$ cat config.mk
export PLATFORM = sky130hd
export DESIGN_NAME = prime_list_trial_division_top
export DESIGN_NICKNAME = d
export VERILOG_FILES = /design/src/hdl/plt_pkg.sv /design/src/hdl/plt_div.sv /design/src/hdl/plt_dp.sv /design/src/hdl/plt_ctrl.sv /design/src/hdl/prime_list_trial_division_top.sv
export VERILOG_INCLUDE_DIRS = /design/src /design/src/hdl
export SDC_FILE = /design/constraint.sdc
export NUM_CORES = 1
export LEC_CHECK = 0
export BUFFER_PORTS_ARGS = -buffer_cell sky130_fd_sc_hd__buf_2
export CAP_MARGIN = 20
export CORE_AREA = 2 2 85 87
export DETAILED_ROUTE_END_ITERATION = 12
export DIE_AREA = 0 0 87 89
export GPL_TIMING_DRIVEN = 0
export PLACE_DENSITY = 0.82
export SKIP_CTS_REPAIR_TIMING = 1
export SYNTH_ARGS = -nofsm -noshare
export SYNTH_HDL_FRONTEND = slang
export SYNTH_SLANG_ARGS = --single-unit
export TNS_END_PERCENT = 10
$ cat constraint.sdc
create_clock -name aclk -period 4.45 [get_ports aclk]
set_clock_uncertainty 0.15 [all_clocks]
set_input_delay 0.89 -clock aclk [delete_from_list [all_inputs] [get_ports aclk]]
set_output_delay 0.89 -clock aclk [all_outputs]
set_load 0.01 [all_outputs]
$ cat src/hdl/assert_macros.svh
// ---------------------------------------------------------------------------
// Assertion macros
// Clocked concurrent checks used by the prime list datapath.
// ---------------------------------------------------------------------------
`ifndef ASSERT_MACROS_SVH
`define ASSERT_MACROS_SVH

// Check that a property holds at every rising edge outside reset.
`define ASSERT_CLK(label, clk, rstn, prop) \
    label: assert property (@(posedge clk) disable iff (!rstn) (prop)) \
        else $error("assertion failed");

// Check that a condition never holds at a rising edge outside reset.
`define ASSERT_NEVER(label, clk, rstn, cond) \
    label: assert property (@(posedge clk) disable iff (!rstn) !(cond)) \
        else $error("forbidden condition seen");

`endif

$ cat src/hdl/plt_pkg.sv
// ---------------------------------------------------------------------------
// plt_pkg
// Widths, constants and controller/datapath command and status types.
// ---------------------------------------------------------------------------
`timescale 1ns / 1ps

package plt_pkg;

    localparam int VAL_W = 9;
    localparam int CNT_W = 4;

    localparam logic [VAL_W-1:0] LIMIT_CAP   = 9'd311;
    localparam logic [VAL_W-1:0] FIRST_PRIME = 9'd2;

    typedef logic [VAL_W-1:0] val_t;

    // Commands from the controller to the datapath
    typedef struct packed {
        logic load_lim;   // capture capped limit, reset candidate, divisor and pending
        logic start_div;  // launch remainder of candidate by divisor
        logic inc_div;    // advance divisor
        logic inc_cand;   // advance candidate, restart divisor at two
        logic take_pend;  // park candidate as pending prime
        logic out_err;    // load error beat into output register
        logic out_pend;   // load pending prime into output register
        logic out_last;   // last flag for out_pend
    } dp_cmd_t;

    // Status from the datapath to the controller
    typedef struct packed {
        logic lim_err;      // incoming limit below two
        logic div_ge_cand;  // divisor reached candidate: no factor found
        logic div_done;     // remainder ready
        logic rem_zero;     // divisor divides candidate
        logic cand_at_lim;  // candidate equals limit
        logic pend_valid;   // a prime waits in the pending register
        logic out_free;     // output register can take a beat
    } dp_stat_t;

    // Divider status
    typedef struct packed {
        logic done;
        logic rem_zero;
    } div_stat_t;

endpackage

$ cat src/hdl/plt_div.sv
// ---------------------------------------------------------------------------
// plt_div
// Restoring serial remainder unit: one dividend bit per cycle, MSB first.
// ---------------------------------------------------------------------------
`timescale 1ns / 1ps

module plt_div (
    input  logic                aclk,
    input  logic                aresetn,
    input  logic                start,
    input  plt_pkg::val_t       dividend,
    input  plt_pkg::val_t       divisor,
    output plt_pkg::div_stat_t  stat
);
    import plt_pkg::*;

    logic             busy_reg, busy_next;
    logic             done_reg, done_next;
    logic [CNT_W-1:0] cnt_reg, cnt_next;
    val_t             dvd_reg, dvd_next;
    val_t             dsr_reg, dsr_next;
    val_t             rem_reg, rem_next;
    logic [VAL_W:0]   trial;

    // Shift next dividend bit into the partial remainder
    assign trial = {rem_reg, dvd_reg[VAL_W-1]};

    always_comb begin
        busy_next = busy_reg;
        done_next = 1'b0;
        cnt_next  = cnt_reg;
        dvd_next  = dvd_reg;
        dsr_next  = dsr_reg;
        rem_next  = rem_reg;
        if (start) begin
            busy_next = 1'b1;
            cnt_next  = '0;
            dvd_next  = dividend;
            dsr_next  = divisor;
            rem_next  = '0;
        end else if (busy_reg) begin
            // Subtract when the divisor fits, else keep the shifted value
            if (trial >= {1'b0, dsr_reg}) begin
                rem_next = VAL_W'(trial - {1'b0, dsr_reg});
            end else begin
                rem_next = trial[VAL_W-1:0];
            end
            dvd_next = {dvd_reg[VAL_W-2:0], 1'b0};
            cnt_next = cnt_reg + 1'b1;
            if (cnt_reg == CNT_W'(VAL_W - 1)) begin
                busy_next = 1'b0;
                done_next = 1'b1;
            end
        end
    end

    always_ff @(posedge aclk) begin
        if (!aresetn) begin
            busy_reg <= 1'b0;
            done_reg <= 1'b0;
            cnt_reg  <= '0;
        end else begin
            busy_reg <= busy_next;
            done_reg <= done_next;
            cnt_reg  <= cnt_next;
        end
        dvd_reg <= dvd_next;
        dsr_reg <= dsr_next;
        rem_reg <= rem_next;
    end

    assign stat.done     = done_reg;
    assign stat.rem_zero = (rem_reg == '0);

endmodule

$ cat src/hdl/plt_dp.sv
// ---------------------------------------------------------------------------
// plt_dp
// Datapath: limit, candidate, divisor, pending prime and output register.
// ---------------------------------------------------------------------------
`timescale 1ns / 1ps
`include "assert_macros.svh"

module plt_dp (
    input  logic               aclk,
    input  logic               aresetn,
    input  plt_pkg::dp_cmd_t   cmd,
    output plt_pkg::dp_stat_t  stat,
    input  plt_pkg::val_t      s_limit,
    output logic               m_valid,
    input  logic               m_ready,
    output plt_pkg::val_t      m_prime_value,
    output logic               m_last,
    output logic               m_error
);
    import plt_pkg::*;

    val_t      lim_reg, lim_next;
    val_t      cand_reg, cand_next;
    val_t      div_reg, div_next;
    val_t      pend_reg, pend_next;
    logic      pend_valid_reg, pend_valid_next;
    logic      m_valid_reg, m_valid_next;
    val_t      m_prime_value_reg, m_prime_value_next;
    logic      m_last_reg, m_last_next;
    logic      m_error_reg, m_error_next;
    div_stat_t div_stat;

    plt_div u_div (
        .aclk     (aclk),
        .aresetn  (aresetn),
        .start    (cmd.start_div),
        .dividend (cand_reg),
        .divisor  (div_reg),
        .stat     (div_stat)
    );

    // Candidate, divisor and pending prime
    always_comb begin
        lim_next        = lim_reg;
        cand_next       = cand_reg;
        div_next        = div_reg;
        pend_next       = pend_reg;
        pend_valid_next = pend_valid_reg;
        if (cmd.load_lim) begin
            lim_next        = (s_limit > LIMIT_CAP) ? LIMIT_CAP : s_limit;
            cand_next       = FIRST_PRIME;
            div_next        = FIRST_PRIME;
            pend_valid_next = 1'b0;
        end
        if (cmd.inc_cand) begin
            cand_next = cand_reg + 1'b1;
            div_next  = FIRST_PRIME;
        end
        if (cmd.inc_div) begin
            div_next = div_reg + 1'b1;
        end
        if (cmd.take_pend) begin
            pend_next       = cand_reg;
            pend_valid_next = 1'b1;
        end
    end

    // Output register: load a beat, drop it once taken
    always_comb begin
        m_valid_next       = m_valid_reg;
        m_prime_value_next = m_prime_value_reg;
        m_last_next        = m_last_reg;
        m_error_next       = m_error_reg;
        if (cmd.out_err) begin
            m_valid_next       = 1'b1;
            m_prime_value_next = '0;
            m_last_next        = 1'b1;
            m_error_next       = 1'b1;
        end else if (cmd.out_pend) begin
            m_valid_next       = 1'b1;
            m_prime_value_next = pend_reg;
            m_last_next        = cmd.out_last;
            m_error_next       = 1'b0;
        end else if (m_ready) begin
            m_valid_next = 1'b0;
        end
    end

    always_ff @(posedge aclk) begin
        if (!aresetn) begin
            pend_valid_reg <= 1'b0;
            m_valid_reg    <= 1'b0;
        end else begin
            pend_valid_reg <= pend_valid_next;
            m_valid_reg    <= m_valid_next;
        end
        lim_reg           <= lim_next;
        cand_reg          <= cand_next;
        div_reg           <= div_next;
        pend_reg          <= pend_next;
        m_prime_value_reg <= m_prime_value_next;
        m_last_reg        <= m_last_next;
        m_error_reg       <= m_error_next;
    end

    assign stat.lim_err     = (s_limit < FIRST_PRIME);
    assign stat.div_ge_cand = (div_reg >= cand_reg);
    assign stat.div_done    = div_stat.done;
    assign stat.rem_zero    = div_stat.rem_zero;
    assign stat.cand_at_lim = (cand_reg == lim_reg);
    assign stat.pend_valid  = pend_valid_reg;
    assign stat.out_free    = !m_valid_reg || m_ready;

    assign m_valid       = m_valid_reg;
    assign m_prime_value = m_prime_value_reg;
    assign m_last        = m_last_reg;
    assign m_error       = m_error_reg;

    // Never emit an empty pending slot
    `ASSERT_CLK(a_pend_filled, aclk, aresetn, cmd.out_pend |-> pend_valid_reg)
    // Candidate never runs past the limit
    `ASSERT_CLK(a_cand_bound, aclk, aresetn, cmd.inc_cand |-> (cand_reg != lim_reg))
    // Error beat is always a lone last beat with zero value
    `ASSERT_CLK(a_err_beat, aclk, aresetn,
        (m_valid_reg && m_error_reg) |-> (m_last_reg && (m_prime_value_reg == '0)))
    // Prime beats carry a value of at least two
    `ASSERT_CLK(a_prime_min, aclk, aresetn,
        (m_valid_reg && !m_error_reg) |-> (m_prime_value_reg >= FIRST_PRIME))

endmodule

$ cat src/hdl/plt_ctrl.sv
// ---------------------------------------------------------------------------
// plt_ctrl
// Controller: walks candidates and divisors, sequences output beats.
// ---------------------------------------------------------------------------
`timescale 1ns / 1ps

module plt_ctrl (
    input  logic               aclk,
    input  logic               aresetn,
    input  logic               s_valid,
    output logic               s_ready,
    input  plt_pkg::dp_stat_t  stat,
    output plt_pkg::dp_cmd_t   cmd
);
    import plt_pkg::*;

    localparam logic [2:0] S_IDLE  = 3'd0;
    localparam logic [2:0] S_ERR   = 3'd1;
    localparam logic [2:0] S_TEST  = 3'd2;
    localparam logic [2:0] S_WAIT  = 3'd3;
    localparam logic [2:0] S_PRIME = 3'd4;
    localparam logic [2:0] S_NEXT  = 3'd5;
    localparam logic [2:0] S_FINAL = 3'd6;

    logic [2:0] state_reg, state_next;

    assign s_ready = (state_reg == S_IDLE);

    always_comb begin
        state_next = state_reg;
        cmd        = '0;
        unique case (state_reg)
            S_IDLE: begin
                if (s_valid) begin
                    cmd.load_lim = 1'b1;
                    state_next   = stat.lim_err ? S_ERR : S_TEST;
                end
            end
            S_ERR: begin
                if (stat.out_free) begin
                    cmd.out_err = 1'b1;
                    state_next  = S_IDLE;
                end
            end
            // Divisor reached candidate without a factor: prime; else start a trial division
            S_TEST: begin
                if (stat.div_ge_cand) begin
                    state_next = S_PRIME;
                end else begin
                    cmd.start_div = 1'b1;
                    state_next    = S_WAIT;
                end
            end
            S_WAIT: begin
                if (stat.div_done) begin
                    if (stat.rem_zero) begin
                        state_next = S_NEXT;
                    end else begin
                        cmd.inc_div = 1'b1;
                        state_next  = S_TEST;
                    end
                end
            end
            // Flush the previous prime (not last), park this one
            S_PRIME: begin
                if (!stat.pend_valid || stat.out_free) begin
                    cmd.out_pend  = stat.pend_valid;
                    cmd.take_pend = 1'b1;
                    state_next    = S_NEXT;
                end
            end
            S_NEXT: begin
                if (stat.cand_at_lim) begin
                    state_next = S_FINAL;
                end else begin
                    cmd.inc_cand = 1'b1;
                    state_next   = S_TEST;
                end
            end
            S_FINAL: begin
                if (stat.out_free) begin
                    cmd.out_pend = 1'b1;
                    cmd.out_last = 1'b1;
                    state_next   = S_IDLE;
                end
            end
            default: begin
                state_next = S_IDLE;
            end
        endcase
    end

    always_ff @(posedge aclk) begin
        if (!aresetn) begin
            state_reg <= S_IDLE;
        end else begin
            state_reg <= state_next;
        end
    end

endmodule

$ cat src/hdl/prime_list_trial_division_top.sv
// ---------------------------------------------------------------------------
// prime_list_trial_division_top
// Emits every prime from 2 up to a given limit, found by trial division.
// ---------------------------------------------------------------------------
// Usage:
//   Input channel (s_valid/s_ready/s_limit): one beat per limit. Limits above
//   311 are treated as 311. s_ready is high only while no run is in progress.
//   Result channel (m_valid/m_ready/m_prime_value/m_last/m_error): one beat
//   per prime, ascending, m_last on the final beat. A limit below 2 gives a
//   single beat with m_error and m_last set and a zero value.
// Sequencing:
//   Each trial division passes S_TEST, then runs in the shared serial remainder
//   unit (nine dividend bits, one per cycle, then done); a composite candidate
//   then passes S_NEXT, and a prime passes S_TEST, S_PRIME and S_NEXT.
//   A prime is held back until the next prime or the end of the run is
//   found, so its beat appears only then. An error beat goes from S_ERR
//   into the output register once its limit is accepted and the output
//   register is free.
// Reset and stall:
//   aresetn (synchronous, active low) aborts any run and drops the output
//   beat. A stalled receiver holds the output register; the search pauses
//   when a new beat is ready and the register is still full.
// ---------------------------------------------------------------------------
`timescale 1ns / 1ps

module prime_list_trial_division_top (
    input  logic                aclk,
    input  logic                aresetn,
    input  logic                s_valid,
    output logic                s_ready,
    input  plt_pkg::val_t       s_limit,
    output logic                m_valid,
    input  logic                m_ready,
    output plt_pkg::val_t       m_prime_value,
    output logic                m_last,
    output logic                m_error
);
    import plt_pkg::*;

    dp_cmd_t  cmd;
    dp_stat_t stat;

    plt_ctrl u_ctrl (
        .aclk    (aclk),
        .aresetn (aresetn),
        .s_valid (s_valid),
        .s_ready (s_ready),
        .stat    (stat),
        .cmd     (cmd)
    );

    plt_dp u_dp (
        .aclk          (aclk),
        .aresetn       (aresetn),
        .cmd           (cmd),
        .stat          (stat),
        .s_limit       (s_limit),
        .m_valid       (m_valid),
        .m_ready       (m_ready),
        .m_prime_value (m_prime_value),
        .m_last        (m_last),
        .m_error       (m_error)
    );

endmodule

==> flow_summary.toml <==
[placement]
place_hpwl_mm = 6.03
gp_congestion = 0.884
portBuffers = 25

[floorplan]
die_ht_um = 89
placeableCoreArea_um2 = 6720
fp.dieW_um = 87
dieArea_um2 = 7740
num_rows = 30
top_level_ports = 26
initial_utilization_pct = 63.7

[cts]
worst_skew_pair.late_latency_ns = 0.36
tritoncts = "built"
cts_sinks = 85
cts_root_buffer = "clkbuf_8"
cts_buffer_depth = 2
clkTransAtPathRegs_ns = 0.09
htreeDepth = 3
tritoncts.num_buffers = 9

[setup_path]
cp_data_arrival_time_ns = 3.34
cp.required_ns = 4.32
crit_family = "compound AO/OA/AOI/OAI gates"
critical_path.slowest_cell = "a211oi_1"
buffer_and_inverter_count_on_the_worst_path = 2
criticalPathCategory = "reg2reg"
crit_path_cell_trace = "inv_1 > ha_1 > a21oi_1 > o21ai_0 > a211oi_1 > nand3_2 > clkbuf_1 > nand2_1"
end_kind = "flip-flop"
critical_path.max_stage_delay_ns = 0.69
timing.critical_path.fanout_max = 10
reg2regPathDepth = 8
worst-path-stages = 8
setup.worst_path.start_class = "flip-flop"

[detailed_routing]
drt-pass1-iter-count = 5
drt-wirelength-per-cell_um = 15.7
remaining_drc_errors = 0
dr.first_iter.drc_count = 181
vias_per_cell = 5.84
num_vias = 3088
antenna_violating_nets_post_route = 0
finalWirelength_mm = 8.33

[timing]
tightest_slew_ns = 0.823
layout_worst_path_cycle_share_pct = 77.9
finalHoldViolCount = 0
rsz_0062_raised_after_global_routing = "no"
setup_viol_count_final = 0
slew_headroom_pct = 44.8
totalNegativeSetupSlack_ns = 0
timing.final.max_slew_violations = 0
period_needed_ns = 3.47
fmaxAchievable_mhz = 289

[cells_and_area]
final_common_cell = "edfxtp_1"
layout_common_cells = "edfxtp_1 (54), nor2_1 (47), dfxtp_1 (31)"
multiInputGateArea_um2 = 1880
final-seq-area_um2 = 2240
syn_to_final_growth_pct = 9.92
post-route-util_pct = 70.0
final.fill_count = 496
antenna_diode_count = 0
design.final.nets = 480
drive_gt1_share_pct = 12.9

[pwr]
power_frac_seq_pct = 41.3
max_rail_drop_vdd_v = 0.000231
switching_fraction_pct = 39.8
power_density_nw_per_um2 = 686
comb_power_share_pct = 42.5
internal_mw = 1.94
power.static_leakage_nw = 1.84
relative_contribution_of_the_clock_network_to_total_power_pct = 16.2
p_switching_mw = 1.28

[synth]
ys_types = 52
post_synth_inst_count = 407
sequential_element_share_of_the_synthesized_area_pct = 52.4
synth-async-reset-ratio_pct = 0
synth_nets = 443
synth_enable_flop_cells = 54
share_of_the_synthesized_area_in_compound_gates_ao_oa_aoi_oai_pct = 12.1
synth-seq-cells = 85
synth.yosys.warnings = 0
dominant_combinational_cell_family_by_area_after_synthesis = "simple AND/OR/NAND/NOR gates"
post_syn_area_um2 = 4280
synth_xor_xnor_area_share_pct = 6.14
multiplexer_share_of_the_synthesized_area_pct = 3.77
synth-adder-area-share_pct = 6.90
dominantRegCellSynth = "edfxtp_1"
syn_area_per_cell_um2 = 10.5
post_synth_and_or_nand_nor_area_fraction_pct = 15.2

[global_routing]
grt_use_total_pct = 22.9
grt_max_degree = 16
grt_overflow_total = 0
first_global_vias = 3031
antenna_found_initial = 0
first_pass_grt_wire_length_mm = 13.7

[flow_run]
cap_viol_max_count = 0

[run_status]
run_status = "complete, no violations"

[min_path]
hold_path.class = "reg2reg"
hold_depth = 2
-- through the flow --
step / hold slack (ns) / cell area [µm²] / worst slack, ns / power (mW) / instances
final: 0.321 / 4700 / 0.984 / 3.23 / 529
after global routing: 0.365 / 4700 / 0.879 / 3.46 / 529
after CTS: 0.326 / 4700 / 1.10 / 3.23 / 529
after detailed placement: 0.312 / 4510 / 1.20 / 2.70 / 513
after global placement: 0.294 / 4500 / 1.31 / 2.62 / 512
after floorplan: 0.301 / 4280 / 1.95 / 2.35 / 407
-- synth_stat cells, types with 3 or more instances --
cell / n / area share, %
ha_1: 22 / 6.4
xnor2_1: 17 / 3.5
mux2i_1: 15 / 3.5
buf_2: 5 / 0.58
o21ai_0: 25 / 2.9
and2_1: 3 / 0.44
nor2b_1: 6 / 0.88
nand3_1: 11 / 1.3
nand4_1: 8 / 1.2
dfxtp_1: 31 / 15
o21a_1: 4 / 0.70
nand2b_1: 9 / 1.3
nor3_1: 10 / 1.2
nor2_1: 47 / 4.1
xor2_1: 13 / 2.7
a21oi_1: 22 / 2.6
nand2_1: 29 / 2.5
nor4_1: 6 / 0.88
clkbuf_1: 6 / 0.53
a211oi_1: 3 / 0.53
inv_1: 28 / 2.5
edfxtp_1: 54 / 38
-- path summary, 6_finish.rpt --
| path | startpoint | to | slack, ns |
|---|---|---|---|
| worst min register to register | u_dp.m_error | u_dp.m_error | 0.32 |
| worst max-delay path | u_dp.cand_reg[2] | u_dp.u_div.dvd_reg[2] | 0.98 |
| worst min-delay path | u_dp.m_error | u_dp.m_error | 0.32 |
| worst max register to register | u_dp.cand_reg[2] | u_dp.u_div.dvd_reg[2] | 0.98 |
-- power groups by stage --
stage	sequential (mW)	combinational, mW	clock (mW)
6_report	1.33	1.37	0.523
5_1_grt	1.36	1.53	0.564
4_1_cts	1.33	1.36	0.533
3_5_place_dp	1.35	1.35	0
3_3_place_gp	1.34	1.29	0
2_1_floorplan	1.32	1.03	0
-- cell type report --
cell class	instances	area share (%)
inverters	28	2.24
multi-input cells	283	40.0
repair buffers	26	2.82
flip-flops and latches	85	47.7
clock inverters	5	0.852
clock buffers	11	3.22
plain buffers	11	1.01
well taps	80	2.13
-- logic make-up after synthesis --
kind of cell	after synthesis
adder cells (fa/ha/maj)	23
multiplexers	16
XOR/XNOR	30
AO/OA/AOI/OAI	78
AND/OR/NAND/NOR	136
buffers and inverters	39
flip-flops	85
-- worst min-delay path, cell delays in order, from the launching register on --
cell and delay [ns]:
dfxtp_1 0.32, inv_1 0.05, o21bai_1 0.06
-- per-layer routing --
metal  vias to the layer above  GRT usage, %  wire length, µm
li1                       1527             -                -
met1                      1442          29.3             3860
met2                        97          38.2             3900
met3                        22          3.69              358
met4                         0          11.2              214
met5                         -             0                0
Note: power is estimated with default switching activity, not from simulation.
